===== config.mk =====
export PLATFORM = sky130hd
export DESIGN_NAME = pmb_raster
export DESIGN_NICKNAME = d
export VERILOG_FILES = /design/src/pmb_pkg.sv /design/src/pmb_raster.sv
export SDC_FILE = /design/constraint.sdc
export NUM_CORES = 1
export LEC_CHECK = 0
export BUFFER_PORTS_ARGS = -buffer_cell sky130_fd_sc_hd__buf_4
export CORE_MARGIN = 1
export CORE_UTILIZATION = 45
export CTS_CLUSTER_SIZE = 24
export DETAILED_ROUTE_END_ITERATION = 7
export PLACE_DENSITY = 0.81
export SYNTH_ARGS = -nofsm -noshare
export SYNTH_HDL_FRONTEND = slang
export SYNTH_SLANG_ARGS = --single-unit

===== constraint.sdc =====
create_clock -name i_clk -period 3.76 [get_ports i_clk]
set_input_delay 0.188 -clock i_clk [delete_from_list [all_inputs] [get_ports i_clk]]
set_output_delay 0.188 -clock i_clk [all_outputs]
set_load 0.01 [all_outputs]

===== src/pmb_pkg.sv =====
`timescale 1ns / 1ps
`default_nettype none

package pmb_pkg;

    // Default geometry
    localparam int TILE_SIZE_DEF  = 64;
    localparam int MAX_LEVELS_DEF = 7;

    // Field widths
    localparam int HEIGHT_W    = 16;
    localparam int SPAN_W      = 8;
    localparam int LEVEL_W     = 3;
    localparam int COORD_OUT_W = 6;

    // Largest level count the 3-bit register can express
    localparam int LEVEL_LIMIT = 7;

    localparam logic [LEVEL_W-1:0] LEVEL_COUNT_RST = 3'd7;

    // Height summary of one pyramid entry
    typedef struct packed {
        logic [HEIGHT_W-1:0] low;
        logic [HEIGHT_W-1:0] high;
        logic                sat;
    } t_heights;

    // Width of an internal coordinate; at least two bits so the parent column slices cleanly
    function automatic int f_coord_w(input int block);
        f_coord_w = ($clog2(block) < 2) ? 2 : $clog2(block);
    endfunction

endpackage

`default_nettype wire


===== src/pmb_raster.sv =====
`timescale 1ns / 1ps
`default_nettype none

module pmb_raster #(
    parameter int TILE_SIZE = pmb_pkg::TILE_SIZE_DEF
) (
    input  wire logic                               i_clk,
    input  wire logic                               i_rst_n,
    input  wire logic                               i_take,
    input  wire logic [pmb_pkg::HEIGHT_W-1:0]       i_base_min,
    input  wire logic [pmb_pkg::SPAN_W-1:0]         i_span,
    output logic [pmb_pkg::f_coord_w(TILE_SIZE)-1:0] o_x,
    output logic [pmb_pkg::f_coord_w(TILE_SIZE)-1:0] o_y,
    output pmb_pkg::t_heights                       o_heights
);

    localparam int CW = pmb_pkg::f_coord_w(TILE_SIZE);
    localparam int HW = pmb_pkg::HEIGHT_W;
    localparam logic [CW-1:0] LAST_COORD = CW'(TILE_SIZE - 1);

    logic [CW-1:0] r_x, n_x;
    logic [CW-1:0] r_y, n_y;
    logic [HW:0]   sum;

    // Advance the raster position, wrapping at the end of a row and of the block
    always_comb begin
        n_x = r_x;
        n_y = r_y;
        if (i_take) begin
            if (r_x == LAST_COORD) begin
                n_x = '0;
                n_y = (r_y == LAST_COORD) ? '0 : r_y + 1'b1;
            end else begin
                n_x = r_x + 1'b1;
            end
        end
    end

    always_ff @(posedge i_clk) begin
        if (!i_rst_n) begin
            r_x <= '0;
            r_y <= '0;
        end else begin
            r_x <= n_x;
            r_y <= n_y;
        end
    end

    // Form the base cell maximum, clamped on overflow
    assign sum = {1'b0, i_base_min} + (HW + 1)'(i_span);

    always_comb begin
        o_heights.low  = i_base_min;
        o_heights.high = sum[HW] ? '1 : sum[HW-1:0];
        o_heights.sat  = sum[HW];
    end

    assign o_x = r_x;
    assign o_y = r_y;

endmodule

`default_nettype wire


==> flow_summary.yaml, run 1 <==
floorplanning:
  die-area_mm2: 0.00310
  start_util: 0.475
  ioPinCount: 72
  die_h_um: 55.7
  die_x_um: 55.7
  rows: 19
  fp.coreArea_mm2: 0.00273
logic_synthesis:
  ys_ff_latch: 12
  synthCells: 162
  syn-mean-instance-area_um2: 8.01
  seq_area_frac_synth: 0.185
  synth_nets: 200
  ys_types: 39
  synthArstFlopShare: 0
  netlist_area_mm2: 0.00130
  synth_edf_count: 0
  yosysWarnings: 0
  ys.flop_type: "dfxtp_1"
run:
  max_cap_viol_count: 0
cells_and_area:
  design_area_mm2: 0.00178
  syn_to_final_growth_pct: 37.2
  nets: 259
  regArea_um2: 240
  n_antenna_cell: 0
  fill_cells: 261
  drive_above_1_share: 0.386
  multiInputGateArea_um2: 906
route:
  wl_per_cell_um: 11.6
  drcViolationCount: 0
  vias: 1349
  first_pass_iters: 4
  drt_iter0_drc: 32
  postRouteAntennaNets: 0
  wirelength_um: 2920
  vias_per_cell: 5.37
worst_setup_path:
  critPathSlowestCell: "fa_1"
  critPathArrivalTime_ns: 2.10
  endpoint_kind: "primary output"
  critPathMaxStageDelay_ns: 0.44
  required_ns: 3.57
  path_max_fanout: 10
  path_common_cell: "buf_4"
  path_cells: "buf_4 > ha_1 > fa_1 > a211oi_2 > o211ai_4 > nand4_1 > mux2_1 > buf_4"
  path_delay_family: "adder cells"
  start_kind: "input pin"
  path_class: "in2out"
  cp_num_buf_inv: 2
clock_tree:
  numCtsBuffers: 3
  cts_tree: "done"
  insertion_delay_ns: 0.27
  holdBufCountCts: 0
  postCtsSetupBuffers: 0
  root_buffer: "clkbuf_4"
  cts-htree-levels: 1
  clock_path_buffers: 2
  cts.clk_slew.worst_paths_ns: 0.08
  cts.sinks: 12
  ctsResizeCount: 0
grt:
  grt_pass1_vias: 1223
  grt.overflow.total: 0
  grt_max_degree: 11
  antenna_found_initial: 0
  grt_pass1_wl_um: 4950
  grt_usage: 0.189
placed_design:
  hpwl_um: 2380
  placed_area_mm2: 0.00174
  io_buffers: 71
  globalplace.congestion: 0.843
sta:
  rsz0062_at_grt: "no"
  fin_tns_setup_ns: 0
  tightest_slew_ns: 0.557
  fin_crit_ns: 2.29
  finalHoldViolCount: 0
  setup_viol: 0
  fin_crit_sh: 0.609
  max_slew_margin: 0.624
  slew_viol_final: 0
  fmax_ghz: 0.437
  clock_skew_ns: 0.00240
pwr:
  p_leak_uw: 0.000862
  cellPowerDensity_mw_per_mm2: 242
  ir_worst_vdd_mv: 0.223
worst_hold_path:
  worst_hold_path_type: "in2reg"
run_status:
  status: "finished, final reports clean"
## cell families after synthesis
family | share of synthesized area
AND/OR/NAND/NOR | 0.223
flip-flops | 0.185
AO/OA/AOI/OAI | 0.212
XOR/XNOR | 0.0945
adder cells (fa/ha/maj) | 0.112
buffers and inverters | 0.117
multiplexers | 0.0569
## cells in the final DEF (no fill, tap or decap), types with 4 or more instances in the layout
master,count
buf_4,71
nand2_1,16
dfxtp_1,12
o21ai_0,10
ha_1,10
a21oi_1,9
nand3_1,8
nor2_1,8
xnor2_1,8
inv_1,7
xor2_1,6
nand4_1,5
o211ai_1,4
mux2i_1,4
nor3_1,4
and2_1,4
## synthesized netlist by cell type (all sizes together) (4+ instances only)
cell type | instances | area, um2
and2 | 4 | 25.0
ha | 10 | 125
o21ai | 10 | 50.1
nor2 | 8 | 30.0
xnor2 | 8 | 70.1
inv | 7 | 26.3
buf | 16 | 120
nand2 | 16 | 60.1
nand3 | 10 | 60.1
nand4 | 5 | 31.3
a21oi | 10 | 53.8
o211ai | 6 | 63.8
nor3 | 5 | 30.0
mux2i | 4 | 40.0
dfxtp | 12 | 240
xor2 | 6 | 52.6
## final cells by class
class                           count  area share
Multi-Input combinational cell    126       0.509
Timing Repair Buffer               71       0.299
Sequential cell                    12       0.135
Tap cell                           31      0.0218
Clock buffer                        4      0.0204
Inverter                            7      0.0148
## where the power goes
part           internal (uW)  leakage, uW  switching, uW
combinational           99.9     0.000744           95.8
clock                   58.8    0.0000210           43.6
sequential               129    0.0000970           2.84
## stage by stage
step / hold slack (ns) / setup WS [ns] / total power, uW / util / instances
after floorplan: 0.310 / 1.78 / 251 / - / 162
after global placement: 0.456 / 1.49 / 329 / 0.638 / 247
after detailed placement: 0.457 / 1.47 / 331 / 0.638 / 247
after CTS: 0.173 / 1.47 / 433 / 0.651 / 251
after global routing: 0.184 / 1.39 / 457 / 0.651 / 251
final: 0.175 / 1.47 / 430 / 0.651 / 251
## sequential cells by signal, summed over array words and instances (netlist names)
signal / flops
o_x: 6
o_y: 6
## per-layer routing
metal,global-route usage,vias up,wire length [um]
met3,0.0116,2,163
met4,0.0571,0,23
met2,0.346,44,1470
met1,0.237,611,1250
met5,0,-,0
li1,-,692,-
## path summary, 6_finish.rpt
path | start | to | slack [ns] | depth (start not counted)
min reg2reg | o_x[5]$_SDFFE_PN0P_ | o_x[5]$_SDFFE_PN0P_ | 0.51 | 2
max reg2reg | o_x[0]$_SDFFE_PN0P_ | o_y[0]$_SDFFE_PN0P_ | 2.10 | 4
max | i_base_min[0] | o_heights[11] | 1.47 | 8
min | i_rst_n | o_y[2]$_SDFFE_PN0P_ | 0.18 | 2
Note: power is estimated with default switching activity, not from simulation.
==> run 2, diff against run 1 <==
- CORE_UTILIZATION: 45 -> 40
- PLACE_DENSITY: 0.81 -> 0.76
- clock period: 3.76 -> 1.9 ns (I/O delays scaled with it)
==> run 2 against run 1 <==
Against the previous run: hold slack worse by 0.091 ns; via count increased by 2.8%; worst setup slack worse by 1.5 ns; final area is 7.9% higher; non-clock buffer count increased by 10; sequential share of layout area is 0.98 points lower; clock power grew 96%; core utilization is 2.2 points lower; clock-buffer cell count stayed put; critical path depth grew 2; largest power group unchanged.
==> flow_summary.yaml, run 2 (synthesis gave the netlist of run 1 again) <==
route:
  drt_iter0_drc: 36
  vias: 1387
  wirelength_um: 3190
  vias_per_cell: 5.06
  drcViolationCount: 0
  first_pass_iters: 4
  postRouteAntennaNets: 0
  wl_per_cell_um: 11.6
run:
  max_cap_viol_count: 0
grt:
  grt_max_degree: 11
  grt_pass1_wl_um: 4930
  grt_usage: 0.176
  grt_pass1_vias: 1172
  antenna_found_initial: 0
  grt.overflow.total: 0
worst_setup_path:
  critPathSlowestCell: "fa_2"
  path_common_cell: "buf_6"
  start_kind: "input pin"
  endpoint_kind: "primary output"
  critPathArrivalTime_ns: 1.79
  path_cells: "buf_8 > ha_4 > fa_2 > a211oi_4 > o211ai_4 > buf_6 > buf_6 > a21oi_2 > mux2i_1 > buf_4"
  path_class: "in2out"
  path_max_fanout: 6
  critPathMaxStageDelay_ns: 0.36
  required_ns: 1.80
sta:
  finalHoldViolCount: 0
  holdWs_ns: 0.0839
  clock_skew_ns: 0.00205
  fin_crit_ns: 1.89
  rsz0062_at_grt: "yes"
  max_slew_margin: 0.638
  fin_crit_sh: 0.993
  setup_viol: 0
  fin_tns_setup_ns: 0
  finalWorstSetupSlack_ns: 0.0141
  slew_viol_final: 0
  tightest_slew_ns: 0.535
  fmax_ghz: 0.530
clock_tree:
  cts.sinks: 12
  clock_path_buffers: 2
  cts_tree: "done"
  cts-htree-levels: 1
  cts.clk_slew.worst_paths_ns: 0.08
  numCtsBuffers: 3
  insertion_delay_ns: 0.27
  root_buffer: "clkbuf_4"
  holdBufCountCts: 0
cells_and_area:
  mostFrequentLayoutCells: "77 x buf_4, 16 x nand2_1, 12 x dfxtp_1"
  syn_to_final_growth_pct: 48.0
  final_common_cell: "buf_4"
  drive_above_1_share: 0.430
  final_cells: 274
  post-route-util: 0.629
  n_antenna_cell: 0
  nets: 269
pwr:
  cellPowerDensity_mw_per_mm2: 464
  p_leak_uw: 0.000922
  ir_worst_vdd_mv: 0.318
floorplanning:
  rows: 20
  die-area_mm2: 0.00348
  die_x_um: 59.0
  die_h_um: 59.0
  start_util: 0.425
  ioPinCount: 72
  fp.coreArea_mm2: 0.00305
placed_design:
  globalplace.congestion: 0.832
  hpwl_um: 2500
  io_buffers: 71
  place_ws_ns: -0.160
  dp_cells: 267
run_status:
  status: "finished, final reports clean"
worst_hold_path:
  worst_hold_path_type: "in2reg"
## run 2: cell types whose count changed in the layout (fill, tap and decap cells not counted), sizes merged
cell,previous run,this run
buf,71,81
## run 2: through the flow
stage                     instance area [um2]  power (uW)
after floorplan                          1300         497
after global placement                   1810         667
after detailed placement                 1810         670
after CTS                                1890         892
after global routing                     1920         950
final                                    1920         892
## run 2: power breakdown
part,total [uW],internal [uW],switching (uW),leakage (uW)
logic,432,228,204,0.000804
registers,261,256,5.00,0.0000970
clock network,200,116,83.3,0.0000210
total,892,600,292,0.000922
## run 2: area by class of cell
cell class / count / area, um2
Tap cell: 44 / 55.1
Inverter: 7 / 26.3
Fill cell: 288 / 1130
Sequential cell: 12 / 240
Clock buffer: 4 / 36.3
Multi-Input combinational cell: 126 / 936
Timing Repair Buffer: 81 / 627
## run 2: what timing repair did
action                                  in CTS  in global routing
gates cloned                                 0                  0
buffers inserted                             2                  1
pin swaps                                    4                  7
gates resized for setup                      8                  7
endpoints found under the setup margin       9                 16
## run 2: critical path, delay by kind of cell
family                     cells  cell delay, ns
AOI/OAI and AO/OA              3            0.57
muxes                          1            0.08
buffers and inverters          4            0.53
adders and majority gates      2            0.51
## run 2: path summary, 6_finish.rpt
path / endpoint / startpoint / depth (start not counted) / slack [ns]
worst min register to register: o_x[5]$_SDFFE_PN0P_ / o_x[5]$_SDFFE_PN0P_ / 2 / 0.51
worst max register to register: o_y[3]$_SDFFE_PN0P_ / o_x[0]$_SDFFE_PN0P_ / 4 / 0.27
worst max-delay path: o_heights[12] / i_base_min[0] / 10 / 0.01
worst min-delay path: o_x[4]$_SDFFE_PN0P_ / i_rst_n / 2 / 0.08
## run 2: layer usage
layer | vias up | global-route usage | share of wire
li1 | 704 | - | -
met1 | 626 | 0.209 | 0.41
met2 | 53 | 0.338 | 0.51
met3 | 4 | 0.0154 | 0.072
met4 | 0 | 0.0408 | 0.0075
met5 | - | 0 | 0
==> run 3, diff against run 2 <==
- CORE_UTILIZATION: 40 -> 45
- PLACE_DENSITY: 0.76 -> 0.81
- clock period: 1.9 -> 2.35 ns (I/O delays scaled with it)
==> run 3 against run 2 <==
Against the previous run: largest power group unchanged; flip-flop and latch count stayed put; hold slack better by 0.027 ns; clock skew is 0.0028 ns higher; first-iteration DRC count is 28% higher; critical path depth is 2 lower; sequential power is 19% lower; non-clock buffer count is 10 lower; combinational power is 27% lower; final cell count is 8.8% lower; wire length is 8.0% lower; critical endpoint is now o_heights[11]; clock-buffer cell count is 1 lower; final area is 8.0% lower.
==> flow_summary.yaml, run 3 (synthesis gave the netlist of run 1 again) <==
pwr:
  ir_worst_vdd_mv: 0.344
  p_leak_uw: 0.000855
  p_switching_uw: 221
  internal-power_uw: 426
  p_seq_frac: 0.327
  finalPower_uw: 647
  power_frac_clock: 0.189
  cellPowerDensity_mw_per_mm2: 366
  p_comb_frac: 0.484
  switching_share: 0.342
clock_tree:
  postCtsSetupBuffers: 0
  clock_path_buffers: 2
  ctsResizeCount: 0
  numCtsBuffers: 3
  cts.clk_slew.worst_paths_ns: 0.07
  holdBufCountCts: 0
  root_buffer: "clkbuf_4"
  cts.sinks: 12
  insertion_delay_ns: 0.27
  cts_tree: "done"
  cts-htree-levels: 1
cells_and_area:
  n_antenna_cell: 0
  drive_above_1_share: 0.384
  final_common_cell: "buf_4"
  nets: 259
  syn_to_final_growth_pct: 36.2
  mostFrequentLayoutCells: "71 x buf_4, 16 x nand2_1, 12 x dfxtp_1"
route:
  wirelength_um: 2940
  first_pass_iters: 4
  postRouteAntennaNets: 0
  drt_iter0_drc: 46
  wl_per_cell_um: 11.7
  drcViolationCount: 0
  vias_per_cell: 5.33
  vias: 1333
grt:
  grt_pass1_wl_um: 5070
  grt_pass1_vias: 1202
  grt.overflow.total: 0
  antenna_found_initial: 0
  grt_max_degree: 11
  grt_usage: 0.192
worst_setup_path:
  path_class: "in2out"
  worst_r2r_startpoint: "o_x[0]$_SDFFE_PN0P_"
  ff2ff_setup_slack_ns: 0.70
  path_common_cell: "buf_4"
  start_kind: "input pin"
  cp_num_buf_inv: 2
  reg2reg_depth: 4
  critPathArrivalTime_ns: 2.03
  path_delay_family: "adder cells"
  path_cells: "buf_4 > ha_1 > fa_1 > a211oi_2 > o211ai_4 > nand4_1 > mux2_1 > buf_4"
  critPathSlowestCell: "fa_1"
  endpoint_kind: "primary output"
  path_max_fanout: 10
  required_ns: 2.23
  r2r-end: "o_y[0]$_SDFFE_PN0P_"
  critPathMaxStageDelay_ns: 0.43
floorplanning:
  fp.coreArea_mm2: 0.00273
  ioPinCount: 72
  rows: 19
  die_x_um: 55.7
  start_util: 0.475
  die_h_um: 55.7
  die-area_mm2: 0.00310
sta:
  fin_tns_setup_ns: 0
  tightest_slew_ns: 0.548
  fmax_ghz: 0.465
  fin_crit_ns: 2.15
  clock_skew_ns: 0.00483
  rsz0062_at_grt: "no"
  slew_viol_final: 0
  max_slew_margin: 0.630
  setup_viol: 0
  fin_crit_sh: 0.916
  finalHoldViolCount: 0
placed_design:
  globalplace.congestion: 0.843
  io_buffers: 71
  hpwl_um: 2400
worst_hold_path:
  holdPathStages: 2
  worst_hold_path_type: "in2reg"
  hold_path.startpoint: "i_rst_n"
  hold_path_end: "o_y[2]$_SDFFE_PN0P_"
run_status:
  status: "finished, final reports clean"
run:
  max_cap_viol_count: 0
[run 3: worst max path at each step]
stage          slack, ns  depth (start not counted)           from            end
2_1_floorplan       0.51                          6  i_base_min[0]   o_heights[9]
3_3_place_gp        0.22                          8  i_base_min[0]  o_heights[11]
3_5_place_dp        0.21                          8  i_base_min[0]  o_heights[11]
4_1_cts             0.21                          8  i_base_min[0]  o_heights[11]
5_1_grt             0.12                          8  i_base_min[0]  o_heights[15]
6_report            0.20                          8  i_base_min[0]  o_heights[11]
[run 3: stage by stage]
step / setup slack [ns] / hold slack (ns) / cell area, um2 / util / std cells
after CTS: 0.209 / 0.108 / 1770 / 0.646 / 250
final: 0.199 / 0.111 / 1770 / 0.646 / 250
after floorplan: 0.507 / 0.239 / 1300 / - / 162
after global placement: 0.220 / 0.385 / 1740 / 0.638 / 247
after global routing: 0.121 / 0.120 / 1770 / 0.646 / 250
after detailed placement: 0.212 / 0.386 / 1740 / 0.638 / 247
[run 3: worst register-to-register path, cell delays in order, from the launching register on]
cell,delay [ns]
dfxtp_1,0.40
ha_1,0.23
nand3_2,0.17
o41ai_1,0.61
nor2_1,0.11
[run 3: final cells by class]
type	count	area (um2)
timing repair buffer	71	533
fill	260	967
sequential	12	240
multi-input combinational	126	906
tap	31	38.8
clock buffer	3	22.5
inverter	7	26.3
[run 3: power groups by stage]
stage          Combinational (uW)  Sequential, uW  Clock (uW)
2_1_floorplan                 185             217           0
3_3_place_gp                  311             216           0
3_5_place_dp                  314             216           0
4_1_cts                       315             211         126
5_1_grt                       341             212         137
6_report                      314             212         122
[run 3: metal layers]
metal	GRT usage	routed length, um
met1	0.258	1330
met2	0.337	1410
met3	0.00930	169
met4	0.0429	20
met5	0	0
