**config.mk**
```make
export PLATFORM = sky130hd
export DESIGN_NAME = pmb_out_stage
export DESIGN_NICKNAME = d
export VERILOG_FILES = /design/src/pmb_pkg.sv /design/src/pmb_out_stage.sv
export SDC_FILE = /design/constraint.sdc
export NUM_CORES = 1
export LEC_CHECK = 0
export BUFFER_PORTS_ARGS = -buffer_cell sky130_fd_sc_hd__buf_2
export CAP_MARGIN = 20
export CORE_MARGIN = 2
export CORE_UTILIZATION = 43
export CTS_CLUSTER_SIZE = 40
export DETAILED_ROUTE_END_ITERATION = 10
export MAX_ROUTING_LAYER = met4
export PLACE_DENSITY = 0.93
export RECOVER_POWER = 50
export SLEW_MARGIN = 20
export SYNTH_ARGS = -nofsm -noshare
export SYNTH_HDL_FRONTEND = slang
export SYNTH_SLANG_ARGS = --single-unit
```
**constraint.sdc**
```tcl
create_clock -name i_clk -period 2.2 [get_ports i_clk]
set_input_delay 0.22 -clock i_clk [delete_from_list [all_inputs] [get_ports i_clk]]
set_output_delay 0.22 -clock i_clk [all_outputs]
set_load 0.01 [all_outputs]
```
**src/pmb_pkg.sv**
```systemverilog
`timescale 1ns / 1ps
`default_nettype none

package pmb_pkg;

    // Default geometry
    localparam int TILE_SIZE_DEF  = 64;
    localparam int MAX_LEVELS_DEF = 7;

    // Field widths
    localparam int HEIGHT_W    = 16;
    localparam int SPAN_W      = 8;
    localparam int LEVEL_W     = 3;
    localparam int COORD_OUT_W = 6;

    // Largest level count the 3-bit register can express
    localparam int LEVEL_LIMIT = 7;

    localparam logic [LEVEL_W-1:0] LEVEL_COUNT_RST = 3'd7;

    // Height summary of one pyramid entry
    typedef struct packed {
        logic [HEIGHT_W-1:0] low;
        logic [HEIGHT_W-1:0] high;
        logic                sat;
    } t_heights;

    // Width of an internal coordinate; at least two bits so the parent column slices cleanly
    function automatic int f_coord_w(input int block);
        f_coord_w = ($clog2(block) < 2) ? 2 : $clog2(block);
    endfunction

endpackage

`default_nettype wire

```
**src/pmb_out_stage.sv**
```systemverilog
`timescale 1ns / 1ps
`default_nettype none

module pmb_out_stage #(
    parameter int TILE_SIZE = pmb_pkg::TILE_SIZE_DEF
) (
    input  wire logic                                 i_clk,
    input  wire logic                                 i_rst_n,
    input  wire logic                                 i_e_valid,
    output logic                                      o_e_ready,
    input  wire logic [pmb_pkg::LEVEL_W-1:0]          i_e_level,
    input  wire logic [pmb_pkg::f_coord_w(TILE_SIZE)-1:0] i_e_x,
    input  wire logic [pmb_pkg::f_coord_w(TILE_SIZE)-1:0] i_e_y,
    input  wire pmb_pkg::t_heights                    i_e_heights,
    input  wire logic                                 i_e_last,
    output logic                                      o_valid,
    input  wire logic                                 i_ready,
    output logic [pmb_pkg::LEVEL_W-1:0]               o_level,
    output logic [pmb_pkg::COORD_OUT_W-1:0]           o_cell_x,
    output logic [pmb_pkg::COORD_OUT_W-1:0]           o_cell_y,
    output logic [pmb_pkg::HEIGHT_W-1:0]              o_low_height,
    output logic [pmb_pkg::HEIGHT_W-1:0]              o_high_height,
    output logic                                      o_saturated,
    output logic                                      o_last
);

    localparam int OW = pmb_pkg::COORD_OUT_W;

    logic                           r_valid;
    logic                           load;
    logic [pmb_pkg::LEVEL_W-1:0]    r_level;
    logic [OW-1:0]                  r_x;
    logic [OW-1:0]                  r_y;
    pmb_pkg::t_heights              r_h;
    logic                           r_last;

    // Load when empty or when the held transaction leaves this cycle
    assign o_e_ready = !r_valid || i_ready;
    assign load      = i_e_valid && o_e_ready;

    always_ff @(posedge i_clk) begin
        if (!i_rst_n) begin
            r_valid <= 1'b0;
        end else if (o_e_ready) begin
            r_valid <= i_e_valid;
        end
    end

    // Capture the result, coordinates masked to the output width
    always_ff @(posedge i_clk) begin
        if (load) begin
            r_level <= i_e_level;
            r_x     <= OW'(i_e_x);
            r_y     <= OW'(i_e_y);
            r_h     <= i_e_heights;
            r_last  <= i_e_last;
        end
    end

    assign o_valid       = r_valid;
    assign o_level       = r_level;
    assign o_cell_x      = r_x;
    assign o_cell_y      = r_y;
    assign o_low_height  = r_h.low;
    assign o_high_height = r_h.high;
    assign o_saturated   = r_h.sat;
    assign o_last        = r_last;

endmodule

`default_nettype wire

```
==> results of run 1 <==
[state kept, by name, indices dropped and copies added (netlist names)]
register and count:
o_cell_x 6, o_cell_y 6, o_high_height 16, o_last 1, o_level 3, o_low_height 16
o_saturated 1, o_valid 1
[power by group]
group,internal (µW),switching (µW),total (µW)
clock,240,265,505
sequential,1110,14.3,1130
combinational,68.3,85.0,153
total,1420,365,1780
[metrics by stage]
step | utilization | cells | hold WS, ns | setup slack, ns | total power [µW]
final | 0.653 | 216 | 0.0394 | 0.835 | 1780
after global routing | 0.653 | 216 | 0.00300 | 0.762 | 1860
after CTS | 0.648 | 211 | 0.0172 | 0.855 | 1800
after detailed placement | 0.625 | 203 | 0.398 | 0.850 | 1300
after global placement | 0.625 | 203 | 0.396 | 0.877 | 1290
after floorplan | - | 54 | 0.319 | 0.928 | 1200
[cell usage in the layout (no fill, tap or decap)]
| master | instances |
|---|---|
| sky130_fd_sc_hd__nand2b_2 | 1 |
| sky130_fd_sc_hd__clkbuf_1 | 26 |
| sky130_fd_sc_hd__and2_4 | 1 |
| sky130_fd_sc_hd__buf_2 | 78 |
| sky130_fd_sc_hd__clkinvlp_4 | 1 |
| sky130_fd_sc_hd__clkbuf_4 | 5 |
| sky130_fd_sc_hd__dlygate4sd3_1 | 5 |
| sky130_fd_sc_hd__bufinv_16 | 1 |
| sky130_fd_sc_hd__a21boi_2 | 1 |
| sky130_fd_sc_hd__edfxtp_1 | 49 |
| sky130_fd_sc_hd__dfxtp_1 | 1 |
| sky130_fd_sc_hd__inv_1 | 1 |
[area by class of cell]
type | instances | share of cell area
flip-flops and latches | 50 | 0.680
clock inverters | 2 | 0.0171
inverters | 1 | 0.00171
repair buffers | 108 | 0.243
well taps | 46 | 0.0262
clock buffers | 6 | 0.0188
multi-input cells | 3 | 0.0131
[metal layers]
metal  vias to the layer above  wire length [µm]  GRT usage
met5                         -                 0          -
met4                         0                33     0.0571
met3                         4               361     0.0768
met2                        65              1640      0.253
met1                       439              1040      0.161
li1                        444                 -          -
[kinds of logic after synthesis]
kind of cell,Yosys count,share of synthesized area
and+or+nand+nor,2,0.0147
buffers and inverters,1,0.00245
DFF,50,0.975
AOI/OAI and AO/OA,1,0.00736
[worst reg2reg max path: cells and delay by family, from the launching register on]
kind,cells,cell delay [ns]
and+or+nand+nor,2,0.65
DFF,1,0.35
[worst max path at each step]
stage,slack (ns),to
2_1_floorplan,0.93,o_cell_x[0]
3_3_place_gp,0.88,o_cell_y[4]
3_5_place_dp,0.85,o_cell_y[4]
4_1_cts,0.86,o_low_height[3]
5_1_grt,0.76,o_low_height[10]
6_report,0.83,o_low_height[3]
[what timing repair did]
item | 4_1_cts | 5_1_grt
endpoints found under the hold margin | 0 | 5
resized for setup | 0 | 0
hold buffers | 0 | 5
==> results.toml, run 1 <==
[final_layout]
final_design_area_no_fill_mm2 = 0.00219
share_of_final_layout_standard_cells_stronger_than_drive_strength_1 = 0.518
area_growth_syn_to_layout_pct = 43.5
multiInputGateArea_um2 = 28.8
num-fill-cells = 270
sequential_cell_area_mm2 = 0.00149
nNetsFinal = 222
n_antenna_cell = 0

[worst_setup_path]
critical_path.startpoint_type = "flip-flop"
reg2reg_depth = 2
sum_of_buffers_and_inverters_on_the_critical_path = 0
slowest_stage = "sky130_fd_sc_hd__and2_4"
crit_path_max_incr_delay_ns = 0.55
worst_r2r_startpoint = "o_valid"
timing.critical_path.cells = "nand2b_2, and2_4"
critical_path.reg2reg.endpoint = "o_low_height[3]"
cp.required_ns = 2.19
reg2reg_slack_ns = 0.83
worstSetupStartpoint = "o_valid"
cp_arrival_ns = 1.35
cp_num_cells = 2
critPathMaxFanout = 49
criticalPathCategory = "flip-flop to flip-flop"
critical_path.endpoint_type = "flip-flop"
path_delay_family = "simple AND/OR/NAND/NOR gates"

[floorplanning]
fp.dieH_um = 63.6
starting_density_of_the_core = 0.455
core_mm2 = 0.00336
top_ports = 104
design.die.area_mm2 = 0.00405
floorplan.rows = 21
die_width_um = 63.6

[min_path]
hold-path-endpoint = "o_low_height[12]"
worstHoldStart = "i_e_heights[29]"
min_delay_path_depth = 1
timing.hold.worst.class = "input port to flip-flop"

[clocking]
clkLatencyLatePin_ns = 0.34
tritoncts = "built"
clock_tree.buffer_depth = 2
numCtsBuffers = 5
clock_sinks = 50
path_clk_slew_ns = 0.13
post_cts.repair.setup_buffers = 0
clock-root-buffer = "sky130_fd_sc_hd__clkbuf_4"
cts.htree.levels = 2

[synth]
synth_area_per_cell_um2 = 28.3
yosys_register_bits = 50
synth_largest_area_cell = "sky130_fd_sc_hd__edfxtp_1"
post-synth-top-count-cell = "sky130_fd_sc_hd__edfxtp_1"
post_synth_instance_area_mm2 = 0.00153
yosysSeqAreaShare = 0.975
yosys_most_used_dff = "sky130_fd_sc_hd__edfxtp_1"
async_set_or_reset_flop_fraction_in_the_synthesized_netlist = 0
synth_enable_flop_cells = 49
synth_cells = 54
ys_top_cells_by_area = "sky130_fd_sc_hd__edfxtp_1 96%, sky130_fd_sc_hd__dfxtp_1 1.3%, sky130_fd_sc_hd__nand2b_4 0.90%"
syn_nets = 107
synth_largest_type_area_fraction = 0.962
synthesis.yosys.warnings = 0
synth.lib_cells_used.distinct = 6

[sta]
tcrit_tclk_final = 0.620
fmaxAchievable_ghz = 0.733
worst_clock_skew_ns = 0.00927
setup_violation_total_in_the_final_timing_report = 0
final_period_minus_worst_setup_slack_ns = 1.37
maxSlewViolCount = 0
max-slew-margin-rel = 0.596
fin_setup_tns_ns = 0
unrepaired_setup_endpoints_after_global_routing = "false"
timing_hold_violations_final = 0
max_slew.worst_pin.slew_ns = 0.606

[route]
drt-initial-drc-count = 25
detail_route.drc_violations = 0
via_count = 952
via_per_inst = 4.41
drtPass1Iterations = 4
route.antenna.remaining_nets = 0
detail_route.wirelength_um = 3080
wire_per_inst_um = 14.3

[global_routing]
grt_overflow = 0
initial_antenna_violation_count = 0
wire_length_of_the_first_global_routing_pass_um = 4310
track_usage = 0.155
pin_count_of_the_biggest_net_entering_global_routing = 50
via_count_of_the_first_global_routing_pass = 989

[placement]
io_buffers = 103
globalplace.congestion = 0.713
postPlaceCellArea_mm2 = 0.00210

[pwr]
ir_worst_vdd_mv = 0.686
p_leak_uw = 0.000893
power_density_mw_per_mm2 = 813

[outcome]
run_status = "finished, final reports clean"

[job]
max_cap_violations = 0
Power figures use the tool's default switching activity.
==> run 2: changes to the inputs <==
CORE_UTILIZATION = 36   (was 43)
PLACE_DENSITY = 0.84   (was 0.93)
clock period = 1.1 ns   (was 2.2 ns; I/O delays follow)
==> results.toml, run 2 (same netlist as run 1, synthesis figures left out) <==
[worst_setup_path]
critical_path.startpoint_type = "flip-flop"
cp_arrival_ns = 1.10
reg2reg_slack_ns = 0.01
critical_path.reg2reg.endpoint = "o_low_height[2]"
worst_r2r_startpoint = "o_valid"
critPathMaxFanout = 17
criticalPathCategory = "flip-flop to flip-flop"
cp.required_ns = 1.11
critical_path.endpoint_type = "flip-flop"
reg2reg_depth = 3

[clocking]
post_cts.repair.setup_buffers = 0
clock_tree.buffer_depth = 2
cts.htree.levels = 2
tritoncts = "built"
path_clk_slew_ns = 0.09
cts_resized = 0
clock_sinks = 50
clock-root-buffer = "sky130_fd_sc_hd__clkbuf_8"
numCtsBuffers = 5
clkLatencyLatePin_ns = 0.30

[route]
drtPass1Iterations = 4
route.antenna.remaining_nets = 0
detail_route.drc_violations = 0
via_per_inst = 4.28
via_count = 1143
wire_per_inst_um = 15.6
drt-initial-drc-count = 30
detail_route.wirelength_um = 4160

[min_path]
min_delay_path_depth = 3
worstHoldStart = "i_e_valid"
timing.hold.worst.class = "input port to flip-flop"
hold-path-endpoint = "o_valid"

[global_routing]
globalRoute.busiestLayer = "met2"
pin_count_of_the_biggest_net_entering_global_routing = 19
grt_overflow = 0
grtUsageMet3 = 0.0756
grt_use_met1 = 0.192
track_usage = 0.189
initial_antenna_violation_count = 0
grt.met2_usage = 0.321
wire_length_of_the_first_global_routing_pass_um = 6440
via_count_of_the_first_global_routing_pass = 1302

[floorplanning]
starting_density_of_the_core = 0.377
core_mm2 = 0.00406
design.die.area_mm2 = 0.00478
fp.dieH_um = 69.2
die_width_um = 69.2
top_ports = 104
floorplan.rows = 23

[final_layout]
share_of_final_layout_standard_cells_stronger_than_drive_strength_1 = 0.498
nNetsFinal = 269
leading_cell_type_in_the_layout_fill_and_taps_excluded = "sky130_fd_sc_hd__buf_2"
n_antenna_cell = 0
most-common-layout-cells = "94 x sky130_fd_sc_hd__buf_2, 49 x sky130_fd_sc_hd__dlygate4sd3_1, 49 x sky130_fd_sc_hd__edfxtp_1"
num-fill-cells = 262
final_design_area_no_fill_mm2 = 0.00274
multiInputGateArea_um2 = 33.8
area_growth_syn_to_layout_pct = 79.1
sequential_cell_area_mm2 = 0.00149

[placement]
io_buffers = 103
postPlaceCellArea_mm2 = 0.00217
dp_hpwl_um = 2450
globalplace.congestion = 0.680
preCtsSetupSlack_ns = 0.0493

[sta]
unrepaired_setup_endpoints_after_global_routing = "true"
worst_clock_skew_ns = 0.00908
maxSlewViolCount = 0
max-slew-margin-rel = 0.905
layout_setup_ws_ns = 0.0145
hold_ws_ns = 0.0804
fin_setup_tns_ns = 0
final_period_minus_worst_setup_slack_ns = 1.09
max_slew.worst_pin.slew_ns = 0.143
timing_hold_violations_final = 0
fmaxAchievable_ghz = 0.921
setup_violation_total_in_the_final_timing_report = 0
tcrit_tclk_final = 0.987

[pwr]
ir_worst_vdd_mv = 1.09
report.power.total_uw = 3800
p_leak_uw = 0.00116
power_density_mw_per_mm2 = 1390

[outcome]
run_status = "finished, final reports clean"

[job]
max_cap_violations = 0
[run 2: cell types whose count changed in the layout (fill, tap and decap cells not counted), sizes merged]
cell and change:
dlygate4sd3 +44, buf +19, clkbuf -16, inv +2
bufinv -1, clkinvlp -1
[run 2: where the power goes]
| group | switching, µW | internal, µW |
|---|---|---|
| Sequential | 33.7 | 2220 |
| Clock | 599 | 466 |
| Combinational | 205 | 277 |
| Total | 837 | 2960 |
[run 2: repair_timing]
action | CTS | global route
hold buffers | 49 | 0
setup endpoints to repair | 0 | 18
endpoints found under the hold margin | 49 | 0
[run 2: final cells by class]
| type | instances | share of cell area |
|---|---|---|
| clock inverters | 2 | 0.00640 |
| well taps | 50 | 0.0229 |
| multi-input cells | 3 | 0.0123 |
| flip-flops and latches | 50 | 0.545 |
| inverters | 1 | 0.00137 |
| repair buffers | 155 | 0.385 |
| clock buffers | 6 | 0.0265 |
[run 2: how the worst max path moves through the flow]
stage / startpoint / to / depth (start not counted)
after global routing: o_valid / o_cell_x[0] / 3
after detailed placement: o_valid / o_high_height[11] / 3
after CTS: o_valid / o_level[0] / 3
after floorplan: o_valid / o_cell_x[0] / 2
final: o_valid / o_low_height[2] / 3
after global placement: o_valid / o_high_height[10] / 3
[run 2: worst max-delay path: stages, from the launching register on]
cell,delay [ns]
sky130_fd_sc_hd__dfxtp_2,0.35
sky130_fd_sc_hd__nand2b_4,0.08
sky130_fd_sc_hd__and2_4,0.20
sky130_fd_sc_hd__buf_12,0.16
[run 2: stage by stage]
step	std cells	util
finish	267	0.675
global route	267	0.675
CTS	267	0.677
detailed placement	210	0.534
global placement	210	0.534
floorplan	54	-
[run 2: metal layers]
metal | part of all wire | up-vias
met5 | 0 | -
met4 | 0.022 | 0
met3 | 0.093 | 10
met2 | 0.51 | 76
met1 | 0.37 | 519
li1 | - | 538
==> run 3: changes to the inputs <==
PLACE_DENSITY = 0.77   (was 0.84)
==> results.toml, run 3 (same netlist as run 1, synthesis figures left out) <==
[sta]
max_slew.worst_pin.slew_ns = 0.159
unrepaired_setup_endpoints_after_global_routing = "true"
maxSlewViolCount = 0
timing_hold_violations_final = 0
final_period_minus_worst_setup_slack_ns = 1.10
fmaxAchievable_ghz = 0.912
setup_violation_total_in_the_final_timing_report = 0
max-slew-margin-rel = 0.894
layout_setup_ws_ns = 0.00365
worst_clock_skew_ns = 0.00639
tcrit_tclk_final = 0.997

[floorplanning]
fp.dieH_um = 69.2
die_width_um = 69.2
core_mm2 = 0.00406
design.die.area_mm2 = 0.00478
top_ports = 104
starting_density_of_the_core = 0.377
floorplan.rows = 23

[min_path]
min_delay_path_depth = 3
worstHoldStart = "i_e_valid"
timing.hold.worst.class = "input port to flip-flop"
hold-path-endpoint = "o_valid"

[global_routing]
grt_overflow = 0
initial_antenna_violation_count = 0
via_count_of_the_first_global_routing_pass = 1277
wire_length_of_the_first_global_routing_pass_um = 6540
track_usage = 0.192
pin_count_of_the_biggest_net_entering_global_routing = 22

[final_layout]
n_antenna_cell = 0
nNetsFinal = 269
stdcell_count = 267
share_of_final_layout_standard_cells_stronger_than_drive_strength_1 = 0.512
most-common-layout-cells = "97 x sky130_fd_sc_hd__buf_2, 49 x sky130_fd_sc_hd__dlygate4sd3_1, 49 x sky130_fd_sc_hd__edfxtp_1"
leading_cell_type_in_the_layout_fill_and_taps_excluded = "sky130_fd_sc_hd__buf_2"
num-fill-cells = 258
post_layout_util = 0.681
sequential_cell_area_mm2 = 0.00149
area_growth_syn_to_layout_pct = 80.6
multiInputGateArea_um2 = 33.8

[pwr]
p_leak_uw = 0.00118
power_density_mw_per_mm2 = 1450
report.power.total_uw = 4010
ir_worst_vdd_mv = 1.05

[worst_setup_path]
critical_path.endpoint_type = "flip-flop"
reg2reg_slack_ns = 0.004
critical_path.reg2reg.endpoint = "o_cell_y[0]"
worst_r2r_startpoint = "o_valid"
critPathMaxFanout = 21
cp.required_ns = 1.11
criticalPathCategory = "flip-flop to flip-flop"
critical_path.startpoint_type = "flip-flop"
cp_arrival_ns = 1.11
reg2reg_depth = 3

[clocking]
clock-root-buffer = "sky130_fd_sc_hd__clkbuf_8"
path_clk_slew_ns = 0.09
tritoncts = "built"
clock_sinks = 50
cts_resized = 0
cts.htree.levels = 2
clock_tree.buffer_depth = 2
clkLatencyLatePin_ns = 0.30
numCtsBuffers = 5

[route]
detail_route.drc_violations = 0
drtPass1Iterations = 4
via_count = 1120
route.antenna.remaining_nets = 0
drt-initial-drc-count = 30
detail_route.wirelength_um = 4390
wire_per_inst_um = 16.4
via_per_inst = 4.19

[placement]
dp.cells = 210
preCtsSetupSlack_ns = 0.0465
io_buffers = 103
dp_hpwl_um = 2120
globalplace.congestion = 0.665

[outcome]
run_status = "finished, final reports clean"

[job]
max_cap_violations = 0
## run 3: cell types whose count changed in the layout (fill, tap and decap cells not counted), sizes merged
cell	delta
clkbuf	-3
inv	-2
buf	+3
clkinvlp	+1
bufinv	+1
## run 3: worst max path at each step
| stage | slack [ns] | endpoint | start |
|---|---|---|---|
| after floorplan | -0.14 | o_cell_x[0] | o_valid |
| after global placement | 0.06 | o_cell_y[3] | o_valid |
| after detailed placement | 0.05 | o_cell_y[0] | o_valid |
| after CTS | 0.04 | o_cell_y[0] | o_valid |
| after global routing | -0.02 | o_high_height[1] | o_valid |
| final | 0.004 | o_cell_y[0] | o_valid |
## run 3: timing repair
action                                  in CTS  in global routing
endpoints found under the setup margin       0                 27
endpoints found under the hold margin       49                  0
hold buffers                                49                  0
setup buffers                                0                  0
## run 3: metal layers
metal,global-route usage,wire (µm),up-vias
met5,-,0,-
met4,0.0719,57,0
met3,0.0683,390,7
met2,0.329,2280,69
met1,0.205,1660,507
li1,-,-,537
## run 3: final cells by class
type,count,area share
timing repair buffer,155,0.383
sequential,50,0.541
multi-input combinational,3,0.0122
tap,50,0.0227
inverter,1,0.00136
clock inverter,2,0.0136
clock buffer,6,0.0263
## run 3: critical path, stage by stage, from the launching register on
cell	delay (ns)
sky130_fd_sc_hd__dfxtp_2	0.35
sky130_fd_sc_hd__nand2b_4	0.08
sky130_fd_sc_hd__and2_4	0.20
sky130_fd_sc_hd__buf_12	0.18
## run 3: through the flow
step / setup TNS [ns] / hold slack (ns) / cell area, µm²
finish: 0 / 0.0660 / 2760
detailed placement: 0 / 0.288 / 2170
global placement: 0 / 0.286 / 2170
CTS: 0 / 0.0268 / 2770
floorplan: -6.98 / 0.209 / 1530
global route: -0.421 / 0.0600 / 2760
## run 3: power by group
| group | leakage (µW) | internal, µW | switching [µW] |
|---|---|---|---|
| clock | 0.0000514 | 679 | 592 |
| sequential | 0.000483 | 2220 | 31.6 |
| combinational | 0.000641 | 279 | 211 |
| total | 0.00118 | 3180 | 835 |
